--- src/rtl/core/mpt_pkg.sv ---
// Shared constants and types for the Mandelbrot point test block.
package mpt_pkg;

  localparam int unsigned DefMaxSide  = 4096;
  localparam int unsigned DefIterBits = 16;

  localparam int unsigned COORD_W = 12;
  localparam int unsigned GSIDE_W = 13;
  localparam int unsigned MAXIT_W = 16;
  localparam int unsigned CFG_W   = 16;
  localparam int unsigned TOTAL_W = 32;
  localparam int unsigned Q_W     = 32;
  localparam int unsigned FRAC_W  = 28;
  localparam int unsigned PROD_W  = 2 * Q_W;

  localparam int unsigned IN_TDATA_W  = 24;
  localparam int unsigned OUT_TDATA_W = 40;

  typedef enum logic {
    REG_GRID_SIDE = 1'b0,
    REG_MAX_ITER  = 1'b1
  } reg_idx_e;

  localparam logic [GSIDE_W-1:0] GRID_SIDE_RST = GSIDE_W'(1024);
  localparam logic [MAXIT_W-1:0] MAX_ITER_RST  = MAXIT_W'(1000);

  // |z|^2 limit of 4 in Q8.56
  localparam logic [PROD_W-1:0] ESCAPE_LIM = PROD_W'(64'd4 << (2 * FRAC_W));

  typedef struct packed {
    logic ld_re;
    logic ld_im;
    logic mul;
    logic step;
  } zs_ctrl_t;

endpackage

--- src/rtl/core/mpt_map_div.sv ---
// Serial restoring divider that maps a grid coordinate to a Q4.28 value of c.
module mpt_map_div #(
  parameter int unsigned MAX_SIDE = mpt_pkg::DefMaxSide
) (
  input  logic                                      clk_i,
  input  logic                                      rst_ni,
  input  logic                                      start_i,
  input  logic [mpt_pkg::COORD_W-1:0]               coord_i,
  input  logic [$clog2(MAX_SIDE+1)-1:0]             side_i,
  output logic                                      done_o,
  output logic signed [mpt_pkg::Q_W-1:0]            c_o
);

  localparam int unsigned SIDE_W = $clog2(MAX_SIDE + 1);
  localparam int unsigned AW     = (SIDE_W + 1 > mpt_pkg::COORD_W + 2) ?
                                   SIDE_W + 1 : mpt_pkg::COORD_W + 2;
  localparam int unsigned DW     = AW + 1;
  localparam int unsigned NW     = AW + mpt_pkg::FRAC_W;
  localparam int unsigned CNT_W  = $clog2(NW);

  typedef enum logic [1:0] {
    ST_IDLE,
    ST_RUN,
    ST_SAT
  } state_e;

  state_e                state_q;
  logic [NW-1:0]         num_q;
  logic [SIDE_W-1:0]     rem_q;
  logic                  neg_q;
  logic [CNT_W-1:0]      cnt_q;
  logic                  done_q;
  logic [mpt_pkg::Q_W-1:0] c_q;

  logic [DW-1:0]     four_c, two_s, diff, mag;
  logic [SIDE_W:0]   trial, side_ext;
  logic              ge;
  logic              pos_ovf, neg_ovf;
  logic [mpt_pkg::Q_W-1:0] q_neg;

  assign four_c   = DW'({coord_i, 2'b00});
  assign two_s    = DW'({side_i, 1'b0});
  assign diff     = four_c - two_s;
  assign mag      = diff[DW-1] ? (~diff + DW'(1)) : diff;

  assign trial    = {rem_q, num_q[NW-1]};
  assign side_ext = {1'b0, side_i};
  assign ge       = (trial >= side_ext);

  assign pos_ovf  = |num_q[NW-1:mpt_pkg::Q_W-1];
  assign neg_ovf  = (|num_q[NW-1:mpt_pkg::Q_W]) ||
                    (num_q[mpt_pkg::Q_W-1] && (|num_q[mpt_pkg::Q_W-2:0]));
  assign q_neg    = ~num_q[mpt_pkg::Q_W-1:0] + mpt_pkg::Q_W'(1);

  always_ff @(posedge clk_i or negedge rst_ni) begin
    if (!rst_ni) begin
      state_q <= ST_IDLE;
      num_q   <= '0;
      rem_q   <= '0;
      neg_q   <= 1'b0;
      cnt_q   <= '0;
      done_q  <= 1'b0;
      c_q     <= '0;
    end else begin
      done_q <= 1'b0;
      unique case (state_q)
        ST_IDLE: begin
          if (start_i) begin
            num_q   <= {mag[AW-1:0], {mpt_pkg::FRAC_W{1'b0}}};
            rem_q   <= '0;
            neg_q   <= diff[DW-1];
            cnt_q   <= CNT_W'(NW - 1);
            state_q <= ST_RUN;
          end
        end
        ST_RUN: begin
          rem_q <= ge ? SIDE_W'(trial - side_ext) : trial[SIDE_W-1:0];
          num_q <= {num_q[NW-2:0], ge};
          if (cnt_q == '0) begin
            state_q <= ST_SAT;
          end else begin
            cnt_q <= cnt_q - CNT_W'(1);
          end
        end
        ST_SAT: begin
          if (neg_q) begin
            c_q <= neg_ovf ? {1'b1, {(mpt_pkg::Q_W-1){1'b0}}} : q_neg;
          end else begin
            c_q <= pos_ovf ? {1'b0, {(mpt_pkg::Q_W-1){1'b1}}} : num_q[mpt_pkg::Q_W-1:0];
          end
          done_q  <= 1'b1;
          state_q <= ST_IDLE;
        end
        default: state_q <= ST_IDLE;
      endcase
    end
  end

  assign done_o = done_q;
  assign c_o    = signed'(c_q);

endmodule

--- config.mk ---
export PLATFORM = sky130hd
export DESIGN_NAME = mpt_map_div
export DESIGN_NICKNAME = d
export VERILOG_FILES = /design/src/rtl/core/mpt_pkg.sv /design/src/rtl/core/mpt_map_div.sv
export SDC_FILE = /design/constraint.sdc
export NUM_CORES = 1
export LEC_CHECK = 0
export ABC_AREA = 1
export BUFFER_PORTS_ARGS = -buffer_cell sky130_fd_sc_hd__buf_2
export CAP_MARGIN = 30
export CORE_MARGIN = 5
export CORE_UTILIZATION = 25
export CTS_BUF_LIST = sky130_fd_sc_hd__clkbuf_8
export CTS_CLUSTER_SIZE = 8
export DETAILED_ROUTE_END_ITERATION = 7
export HOLD_SLACK_MARGIN = 0.05
export PLACE_DENSITY = 0.45
export SKIP_CTS_REPAIR_TIMING = 1
export SYNTH_ARGS = -nofsm -noshare
export SYNTH_HDL_FRONTEND = slang
export SYNTH_SLANG_ARGS = --single-unit
--- constraint.sdc ---
create_clock -name clk_i -period 2.35 [get_ports clk_i]
set_input_delay 0.47 -clock clk_i [delete_from_list [all_inputs] [get_ports clk_i]]
set_output_delay 0.47 -clock clk_i [all_outputs]
set_load 0.01 [all_outputs]
==> summary.md, run 1 <==
| Metric | Value |
|---|---|
| Largest net degree at the start of global routing | 49 |
| Fin. Hold Viols | 0 |
| Synthesized Nets | 999 |
| Number of I/O pins | 61 |
| Number of synthesized flops with an enable pin | 0 |
| Ranking of synthesized cells by area | dfrtp_1 37%, nand2_1 12%, inv_1 6.5% |
| Core ar. | 26130 um2 |
| Worst Max-Slew Pin Slew | 0.5704 ns |
| Worst Reg-to-Reg Cells | 11 |
| Crit path capture type | register |
| MaxCap Viol Count | 0 |
| Total Wirelength | 19.09 mm |
| DIE AREA | 29950 um2 |
| RSZ-0062 raised after global routing | false |
| Peak supply drop | 0.5316 mV |
| Leak | around 4.2 nW |
| Delay-heaviest family, CP | adder cells |
| Layout Nets | around 1100 |
| Synthesized cell area | 6648 um2 |
| Clock buffer depth | 2 |
| First-pass GRT wire length | 32.78 mm |
| Period utilization | 0.9232 |
| Via/cell ratio | between 4 and 5 |
| N_diodes | 0 |
| Switching share of power | 0.4627 |
| Number of buffers added on ports | 60 |
| Fmax achieved | between 0.4 and 0.5 GHz |
| Grt ovf | 0 |
| Max stage delay on crit path | approximately 0.42 ns |
| Startpoint Class | register |
| Leading area contributor after synthesis | dfrtp_1 |
| Number of distinct library cells after synthesis | 43 |
| Pre-antenna DRT Iters | 5 |
| Synth Flop Type | dfrtp_1 |
| Required time of the critical path | 2.61 ns |
| FFs w/ async S/R, synth | 1.000 |
| CP max-delay cell | fa_1 |
| Top fanout value on the critical path | 3 |
| Final Max Slew Viols | 0 |
| Most frequent cell on the critical path | nand2_1 |
| Cells after synthesis | 940 |
| Number of cells on the critical path | 11 |
| TritonCTS Buffers | 9 |
| Worst hold path class | input port to asynchronous set/reset pin |
| Final cell count without fillers | 1414 |
| ANT nets after route | 0 |
| Slew headroom | 0.6197 |
| Critical path buffers and inverters | 2 |
| Run status | finished, final reports clean |
| Area grow syn2layout | 23.23% |
| Die Span X | 173.1 um |
| Antenna violations before repair | 0 |
| Root buf cell | clkbuf_8 |
| Setup Skew | 0.02541 ns |
| Routability congestion estimate | 0.8403 |
| Htree depth | 3 |
| CTS sink cnt | 97 |
| Post-synth top area share | 0.3651 |
| Wire per inst | 13.50 um |
| CTS tree | done |
| DRC viols | 0 |
| Clock slew at reported path FFs | 0.11 ns |
| Number of global-route vias before repair | 6481 |
| Clock Latency Late Sink | around 0.38 ns |
| Yosys warns | 0 |
| Dpl cells | between 1000 and 1500 |
| Crit path kind | register to register |
| Total number of vias | 6370 |
| PwrDens | about 1000 nW/um2 |
| GRT Total Usage | 0.1309 |
| Num rows | 59 |
| DR iter-0 viols | 358 |
| P_int | roughly 4.6 mW |
| Setup violators final | 0 |
| Crit-path cells | inv_1 > ha_1 > fa_1 > o21ai_2 > buf_4 > a21oi_1 > o21ai_0 > xor2_1 > nand2_1 > nand2_1 > o21ai_1 |
| Clock power share | 0.129 |
| Final worst path period need | between 2 and 2.5 ns |
| Worst setup margin | approximately 0.18 ns |
| Post-route cell area | 8192 um2 |
| Yosys reg bits | 97 |
| Sequential share of the synthesized area | 0.3651 |
| Syn Area/Cell | roughly 7 um2 |
| DP HPWL | around 15 mm |
| Final Power | 8.569 mW |
| Placed cell area | 7990 um2 |
| Switch Pwr | 3.964 mW |
| Die Y | approximately 170 um |
| Critical Path AT | 2.43 ns |
| Sequential power share | 0.329 |
| Initial core utilization | 0.2544 |
| Layout cells sized above 1 | 0.1928 |
| Logic gate share of total power | 0.541 |
| Setup Slack @ Placement | -0.1650 ns |
cells in the final DEF (no fill, tap or decap), types with 19 or more instances in the layout:
master | netlist | final
o22ai_1 | 29 | 29
nor2_1 | 99 | 98
o21ai_0 | 50 | 50
xor2_1 | 19 | 19
a21oi_1 | 77 | 77
nand2_1 | 219 | 218
ha_1 | 29 | 29
buf_2 | 4 | 59
nand3_1 | 72 | 72
dfrtp_1 | 97 | 97
buf_4 | 2 | 85
inv_1 | 116 | 116
power groups by stage:
stage | combinational [mW] | clock [mW] | sequential, mW
CTS | 4.69 | 1.17 | 2.82
detailed placement | 4.67 | 0 | 2.85
floorplan | 3.15 | 0 | 2.75
finish | 4.64 | 1.11 | 2.82
global route | 5.37 | 1.23 | 2.92
global placement | 4.68 | 0 | 2.85
synthesized netlist by cell type (4+ instances only):
master    count
a21oi_1      77
buf_2         4
clkbuf_1     19
dfrtp_1      97
ha_1         29
inv_1       116
inv_2         6
nand2_1     219
nand2_2       7
nand3_1      72
nand4_1      13
nor2_1       99
nor2_2        8
nor3_1       13
nor4_1        4
o21ai_0      50
o21ai_1      12
o22ai_1      29
or2_2         5
xnor2_1       4
xor2_1       19
sequential cells by signal, indices dropped and copies added (netlist names):
name,count
c_o,32
state_q,2
cnt_q,6
rem_q,13
done_o,1
num_q,42
neg_q,1
final cells by class:
cell class                 instances  area, um2
fill                            2910      17940
multi-input combinational        694       3638
sequential                        97       2427
timing repair buffer             150       1054
inverter                         122      457.9
tap                              335      419.2
clock buffer                      10      137.6
clock inverter                     6      57.56
path summary, 6_finish.rpt:
check                           from        end  slack, ns
max reg2reg                num_q[41]  rem_q[10]       0.18
min in group clk_i         num_q[40]  num_q[40]       0.49
max                        num_q[41]  rem_q[10]       0.18
min reg2reg                num_q[40]  num_q[40]       0.49
min                           rst_ni     done_o       0.07
max in group asynchronous     rst_ni   cnt_q[0]       1.66
cell families (layout without fill, tap and decap cells):
logic type,Yosys count,after routing,share of synthesized area
AND/OR/NAND/NOR,452,452,0.2974
AO/OA/AOI/OAI,188,188,0.1577
buffers and inverters,149,288,0.08884
flip-flops,97,97,0.3651
adder cells (fa/ha/maj),31,31,0.06061
XOR/XNOR,23,23,0.03030
worst register-to-register path, cell delays in order (launching register included):
cell     delay (ns)
dfrtp_1        0.39
inv_1          0.07
ha_1           0.21
fa_1           0.42
o21ai_2        0.19
buf_4          0.14
a21oi_1        0.07
o21ai_0        0.22
xor2_1         0.18
nand2_1        0.07
nand2_1        0.05
o21ai_1        0.05
routing by layer:
layer,wire (um),share of wire,vias to the layer above,GRT usage
li1,-,-,3357,-
met1,9536,0.50,2904,0.1759
met2,8677,0.45,93,0.2197
met3,614,0.032,16,0.02555
met4,263,0.014,0,0.02793
met5,0,0,-,0
through the flow:
| step | hold WS [ns] | util | setup TNS, ns |
|---|---|---|---|
| after detailed placement | 0.4652 | 0.3058 | -1.189 |
| after global placement | 0.4667 | 0.3058 | -0.6188 |
| final | 0.07082 | 0.3135 | 0 |
| after global routing | 0.08523 | 0.3135 | 0 |
| after floorplan | 0.1744 | - | 0 |
| after CTS | 0.06604 | 0.3132 | 0 |
(Power assumes the default switching activity.)
==> run 2: changes to the inputs <==
Settings changed: ABC_AREA 1 to default, BUFFER_PORTS_ARGS -buffer_cell sky130_fd_sc_hd__buf_2 to -buffer_cell sky130_fd_sc_hd__buf_4.
==> run 2 against run 1 <==
  * The run now ends with setup timing left
  * Routed wire length rose by 2.6%
  * Combinational power increased by 45%
  * Largest cell class unchanged
  * Core utilization increased by 6.6 points
  * Critical path type unchanged
  * Synthesized cell count is 26% lower
==> summary.md, run 2 <==
| Metric | Value |
|---|---|
| R2R Path Start | num_q[0] |
| Worst setup margin | -0.2533 ns |
| Root buf cell | clkbuf_8 |
| Layout cells sized above 1 | 0.4063 |
| Synthesized Nets | 756 |
| First-pass GRT wire length | 30.13 mm |
| Largest register FFs | 42 |
| MaxCap Viol Count | 0 |
| Peak supply drop | 0.4366 mV |
| FF/Latch Area | 2427 um2 |
| Synthesized cell area | around 6200 um2 |
| Initial core utilization | 0.2548 |
| Clock slew at reported path FFs | about 0.10 ns |
| Clock Latency Late Sink | between 0.3 and 0.4 ns |
| Worst hold path class | input port to asynchronous set/reset pin |
| Setup Skew | 0.01590 ns |
| Number of synthesized flops with an enable pin | 0 |
| Leading cell types in the layout, fill and taps excluded | 218 x buf_4, 97 x dfrtp_1, 72 x nor2_1 |
| Layout Nets | roughly 970 |
| Yosys reg bits | 97 |
| Worst Reg-to-Reg Cells | 11 |
| Top fanout value on the critical path | 3 |
| Final Max Slew Viols | 0 |
| Synth cell count leaders | 97 x dfrtp_1, 74 x nor2_1, 65 x nand2_1, 34 x a21oi_1 |
| GRT Total Usage | 0.1307 |
| Area grow syn2layout | 48.85% |
| Dpl cells | roughly 1200 |
| DRC viols | 0 |
| Multi-input gate area | 4270 um2 |
| Pre-antenna DRT Iters | 7 |
| RSZ-0062 raised after global routing | true |
| Wire per inst | 15.77 um |
| Final cell count without fillers | 1242 |
| PwrDens | 1148 nW/um2 |
| DIE AREA | 28190 um2 |
| Commonest non-fill, non-tap cell in the layout | buf_4 |
| Total Wirelength | 19.59 mm |
| Clock buffer depth | 2 |
| Startpoint Class | register |
| Num rows | 57 |
| Post-synth top area share | 0.3895 |
| Sequential share of the synthesized area | 0.3895 |
| Leading area contributor after synthesis | dfrtp_1 |
| CTS sink cnt | 97 |
| Placed cell area | 8352 um2 |
| Violated checks | setup timing |
| Die Span X | 167.9 um |
| Setup TNS | -4.456 ns |
| Synth Flop Type | dfrtp_1 |
| Cells after synthesis | between 600 and 700 |
| Number of distinct library cells after synthesis | 76 |
| Htree depth | 3 |
| Final worst path period need | between 2 and 3 ns |
| Leak | roughly 4.2 nW |
| DR iter-0 viols | 260 |
| N_diodes | 0 |
| Fmax achieved | 0.3841 GHz |
| Required time of the critical path | 2.63 ns |
| Slew headroom | 0.3889 |
| Crit-path cells | inv_2 > ha_4 > or3b_4 > buf_6 > nor3_4 > nand3_2 > or2_1 > nor3_2 > a31oi_1 > or3_1 > o221a_2 |
| Worst Max-Slew Pin Slew | between 0.9 and 1 ns |
| Max stage delay on crit path | 0.41 ns |
| Crit path kind | register to register |
| Run status | finished with violations |
| Yosys warns | 0 |
| Post-route cell area | between 9000 and 10000 um2 |
| Via/cell ratio | 4.788 |
| Syn Area/Cell | 8.942 um2 |
| Top reg by flops | num_q |
| DP HPWL | 14.13 mm |
| CP max-delay cell | dfrtp_1 |
| Grt ovf | 0 |
| Worst R2R Setup Slack | -0.25 ns |
| TritonCTS Buffers | 9 |
| Total number of vias | just under 6000 |
| Core ar. | 24460 um2 |
| Ranking of synthesized cells by area | dfrtp_1 39%, ha_1 5.8%, nor2_1 4.5% |
| Count leader, synth | dfrtp_1 |
| Layout fillers | ~2500 |
| FFs w/ async S/R, synth | 1.000 |
| Die Y | roughly 170 um |
| Number of buffers added on ports | 60 |
| Number of global-route vias before repair | roughly 5600 |
| Antenna violations before repair | 0 |
| Number of I/O pins | 61 |
| Period utilization | 1.108 |
| Routability congestion estimate | 0.8400 |
| Fin. Hold Viols | 0 |
| Critical Path AT | 2.89 ns |
| Setup violators final | 39 |
| R2R Path End | c_o[30] |
| Largest net degree at the start of global routing | 98 |
| Crit path capture type | register |
| ANT nets after route | 0 |
| CTS tree | done |
## run 2: changes by cell type after synthesis, sizes merged, moves of 16 or more
| cell | change |
|---|---|
| a31oi | +16 |
| a22o | +24 |
| inv | -89 |
| nand2 | -160 |
| nor2 | -34 |
| o22ai | -21 |
| nand3 | -64 |
| a21oi | -44 |
## run 2: power breakdown
part           switching [mW]  total, mW  internal (mW)
Sequential              0.532       2.86           2.33
Combinational            3.44       6.73           3.29
Clock                   0.660       1.06          0.397
Total                    4.64       10.7           6.01
## run 2: logic make-up after synthesis
family | Yosys count | share of synthesized area
adders and majority gates | 31 | 0.06465
muxes | 9 | 0.01446
and+or+nand+nor | 240 | 0.1939
DFF | 97 | 0.3895
buffers and inverters | 63 | 0.03995
xor gates and xnor gates | 31 | 0.04357
AOI/OAI and AO/OA | 226 | 0.2540
## run 2: worst max-delay path by stage
stage,startpoint,end,slack [ns]
2_1_floorplan,num_q[41],rem_q[5],-0.23
3_3_place_gp,side_i[4],num_q[38],-0.44
3_5_place_dp,coord_i[0],num_q[35],-0.43
4_1_cts,num_q[0],c_o[31],-0.25
5_1_grt,num_q[1],c_o[30],-0.36
6_report,num_q[0],c_o[30],-0.25
## run 2: through the flow
step	hold slack (ns)	power, mW	util	setup slack (ns)
3_5_place_dp	0.4664	8.893	0.3414	-0.4312
4_1_cts	0.1405	9.995	0.3487	-0.2492
3_3_place_gp	0.4604	8.880	0.3414	-0.4410
5_1_grt	0.1657	11.49	0.3792	-0.3628
2_1_floorplan	0.1744	6.292	-	-0.2303
6_report	0.1357	10.65	0.3792	-0.2533
## run 2: per-layer routing
| layer | global-route usage | up-vias | part of all wire |
|---|---|---|---|
| li1 | - | 3009 | - |
| met1 | 0.1925 | 2807 | 0.50 |
| met2 | 0.1972 | 109 | 0.45 |
| met3 | 0.02579 | 22 | 0.037 |
| met4 | 0.03105 | 0 | 0.015 |
| met5 | 0 | - | 0 |
## run 2: layout make-up
class                      count  area share
multi-input combinational    538      0.4603
clock inverter                 7    0.005935
timing repair buffer         234      0.2006
clock buffer                   9     0.01335
sequential                    97      0.2617
tap                          324     0.04370
inverter                      33     0.01443
## run 2: critical path, delay by kind of cell, from the launching register on
kind / cells / cell delay [ns]
buffers and inverters: 2 / 0.22
AO/OA/AOI/OAI: 2 / 0.22
flip-flops: 1 / 0.41
adder cells (fa/ha/maj): 1 / 0.13
AND/OR/NAND/NOR: 6 / 1.53
==> run 3: changes to the inputs <==
Settings changed: SKIP_LAST_GASP from default to 1.
==> run 3 against run 2 <==
  * Non-clock buffer count stayed put
  * The run still ends with setup timing left
  * Register-to-register slack hardly changed
  * Design area is 0.32% lower
  * Sequential share of layout area is 0.085 points higher
  * Setup slack better by 0.0064 ns
  * Die area stayed put
  * Highest routed layer unchanged
  * Critical endpoint unchanged
  * Critical path depth stayed put
  * Clock skew hardly changed
  * Clock power hardly changed
==> summary.md, run 3 (synthesis results as in run 2) <==
| Metric | Value |
|---|---|
| Setup violators final | 38 |
| Commonest non-fill, non-tap cell in the layout | buf_4 |
| Fin. Hold Viols | 0 |
| Number of global-route vias before repair | approximately 5600 |
| Period utilization | 1.105 |
| CTS sink cnt | 97 |
| Num rows | 57 |
| GRT Total Usage | 0.1307 |
| Leak | 4.178 nW |
| Peak supply drop | around 0.44 mV |
| Crit path kind | register to register |
| Switching share of power | 0.4344 |
| Final Max Slew Viols | 0 |
| Max stage delay on crit path | 0.40 ns |
| Hold_ws | 0.1345 ns |
| Switch Pwr | 4.616 mW |
| Clock buffer depth | 2 |
| Logic gate share of total power | 0.631 |
| Sequential power share | 0.269 |
| PwrDens | between 1000 and 1500 nW/um2 |
| Layout Nets | around 970 |
| Root buf cell | clkbuf_8 |
| Number of I/O pins | 61 |
| Area grow syn2layout | 48.36% |
| DP HPWL | 14.13 mm |
| Layout cells sized above 1 | 0.4041 |
| Die Y | 167.9 um |
| Final worst path period need | 2.597 ns |
| Crit path capture type | register |
| Routability congestion estimate | 0.8400 |
| N_diodes | 0 |
| Htree depth | 3 |
| Top reg by flops | num_q |
| Startpoint Class | register |
| Critical path buffers and inverters | 2 |
| Run status | finished with violations |
| Total number of vias | 5977 |
| CP max-delay cell | dfrtp_1 |
| Clock Latency Late Sink | 0.39 ns |
| Fmax achieved | roughly 0.39 GHz |
| TritonCTS Buffers | 9 |
| Setup Slack @ Placement | -0.4312 ns |
| Delay-heaviest family, CP | simple AND/OR/NAND/NOR gates |
| Worst setup margin | -0.2469 ns |
| DIE AREA | around 28000 um2 |
| Largest register FFs | 42 |
| Required time of the critical path | 2.63 ns |
| Core ar. | 24460 um2 |
| Final Power | 10.63 mW |
| Number of buffers added on ports | 60 |
| Violated checks | setup timing |
| CTS tree | done |
| Crit-path cells | inv_2 > ha_4 > or3b_4 > buf_6 > nor3_4 > nand3_2 > or2_1 > nor3_2 > a31oi_1 > or3_1 > o221a_2 |
| Grt ovf | 0 |
| Leading cell types in the layout, fill and taps excluded | 219 x buf_4, 97 x dfrtp_1, 72 x nor2_1 |
| Die Span X | 167.9 um |
| Top fanout value on the critical path | 3 |
| MaxCap Viol Count | 0 |
| Pre-antenna DRT Iters | 7 |
| Setup Skew | 0.01578 ns |
| Clock slew at reported path FFs | ~0.1 ns |
| ANT nets after route | 0 |
| Antenna violations before repair | 0 |
| Initial core utilization | 0.2548 |
| Slew headroom | 0.3887 |
| Total Wirelength | around 20 mm |
| Critical Path AT | approximately 2.9 ns |
| RSZ-0062 raised after global routing | true |
| Via/cell ratio | 4.812 |
| Largest net degree at the start of global routing | 98 |
| First-pass GRT wire length | 30.13 mm |
| Worst hold path class | input port to asynchronous set/reset pin |
| DR iter-0 viols | 281 |
| DRC viols | 0 |
| Worst Max-Slew Pin Slew | roughly 0.91 ns |
| Clock power share | 0.100 |
| P_int | between 6 and 7 mW |
| Wire per inst | between 15 and 20 um |
[run 3: through the flow]
stage / instances / util / cell area (um2) / setup TNS [ns]
detailed placement: 1211 / 0.3414 / 8352 / -11.62
finish: 1242 / 0.3780 / 9246 / -3.994
CTS: 1227 / 0.3487 / 8531 / -5.494
global placement: 1211 / 0.3414 / 8352 / -12.22
global route: 1242 / 0.3780 / 9246 / -7.916
floorplan: 697 / - / 6364 / -2.315
[run 3: power groups by stage]
stage	Clock [mW]	Combinational (mW)	Sequential [mW]
2_1_floorplan	0	3.37	2.92
3_3_place_gp	0	6.01	2.87
3_5_place_dp	0	6.03	2.86
4_1_cts	1.11	6.05	2.84
5_1_grt	1.17	7.34	2.95
6_report	1.06	6.71	2.86
[run 3: worst paths after layout]
| path | start | to | slack [ns] | cells past startpoint |
|---|---|---|---|---|
| setup reg to reg | num_q[0] | c_o[30] | -0.25 | 11 |
| hold / removal | rst_ni | num_q[24] | 0.13 | 2 |
| max in group asynchronous | rst_ni | rem_q[1] | 1.81 | 2 |
| setup / recovery | num_q[0] | c_o[30] | -0.25 | 11 |
| min in group clk_i | start_i | num_q[29] | 0.48 | 3 |
| hold reg to reg | c_o[3] | c_o[3] | 0.48 | 2 |
[run 3: final cells by class]
cell class	instances	area, um2
clock buffers	9	123.9
clock inverters	7	55.05
fillers	2515	15220
inverters	33	133.9
multi-input cells	538	4248
flip-flops and latches	97	2427
well taps	324	405.4
repair buffers	234	1853
[run 3: worst register-to-register path, stage by stage, from the launching register on]
cell	delay (ns)
dfrtp_1	0.40
inv_2	0.09
ha_4	0.13
or3b_4	0.38
buf_6	0.13
nor3_4	0.21
nand3_2	0.11
or2_1	0.26
nor3_2	0.19
a31oi_1	0.09
or3_1	0.38
o221a_2	0.13
[run 3: per-layer routing]
metal	vias to the layer above	wire length (um)	track usage
met3	20	817	0.02579
li1	3018	-	-
met2	108	8786	0.1972
met4	0	306	0.03105
met5	-	0	0
met1	2831	9636	0.1925
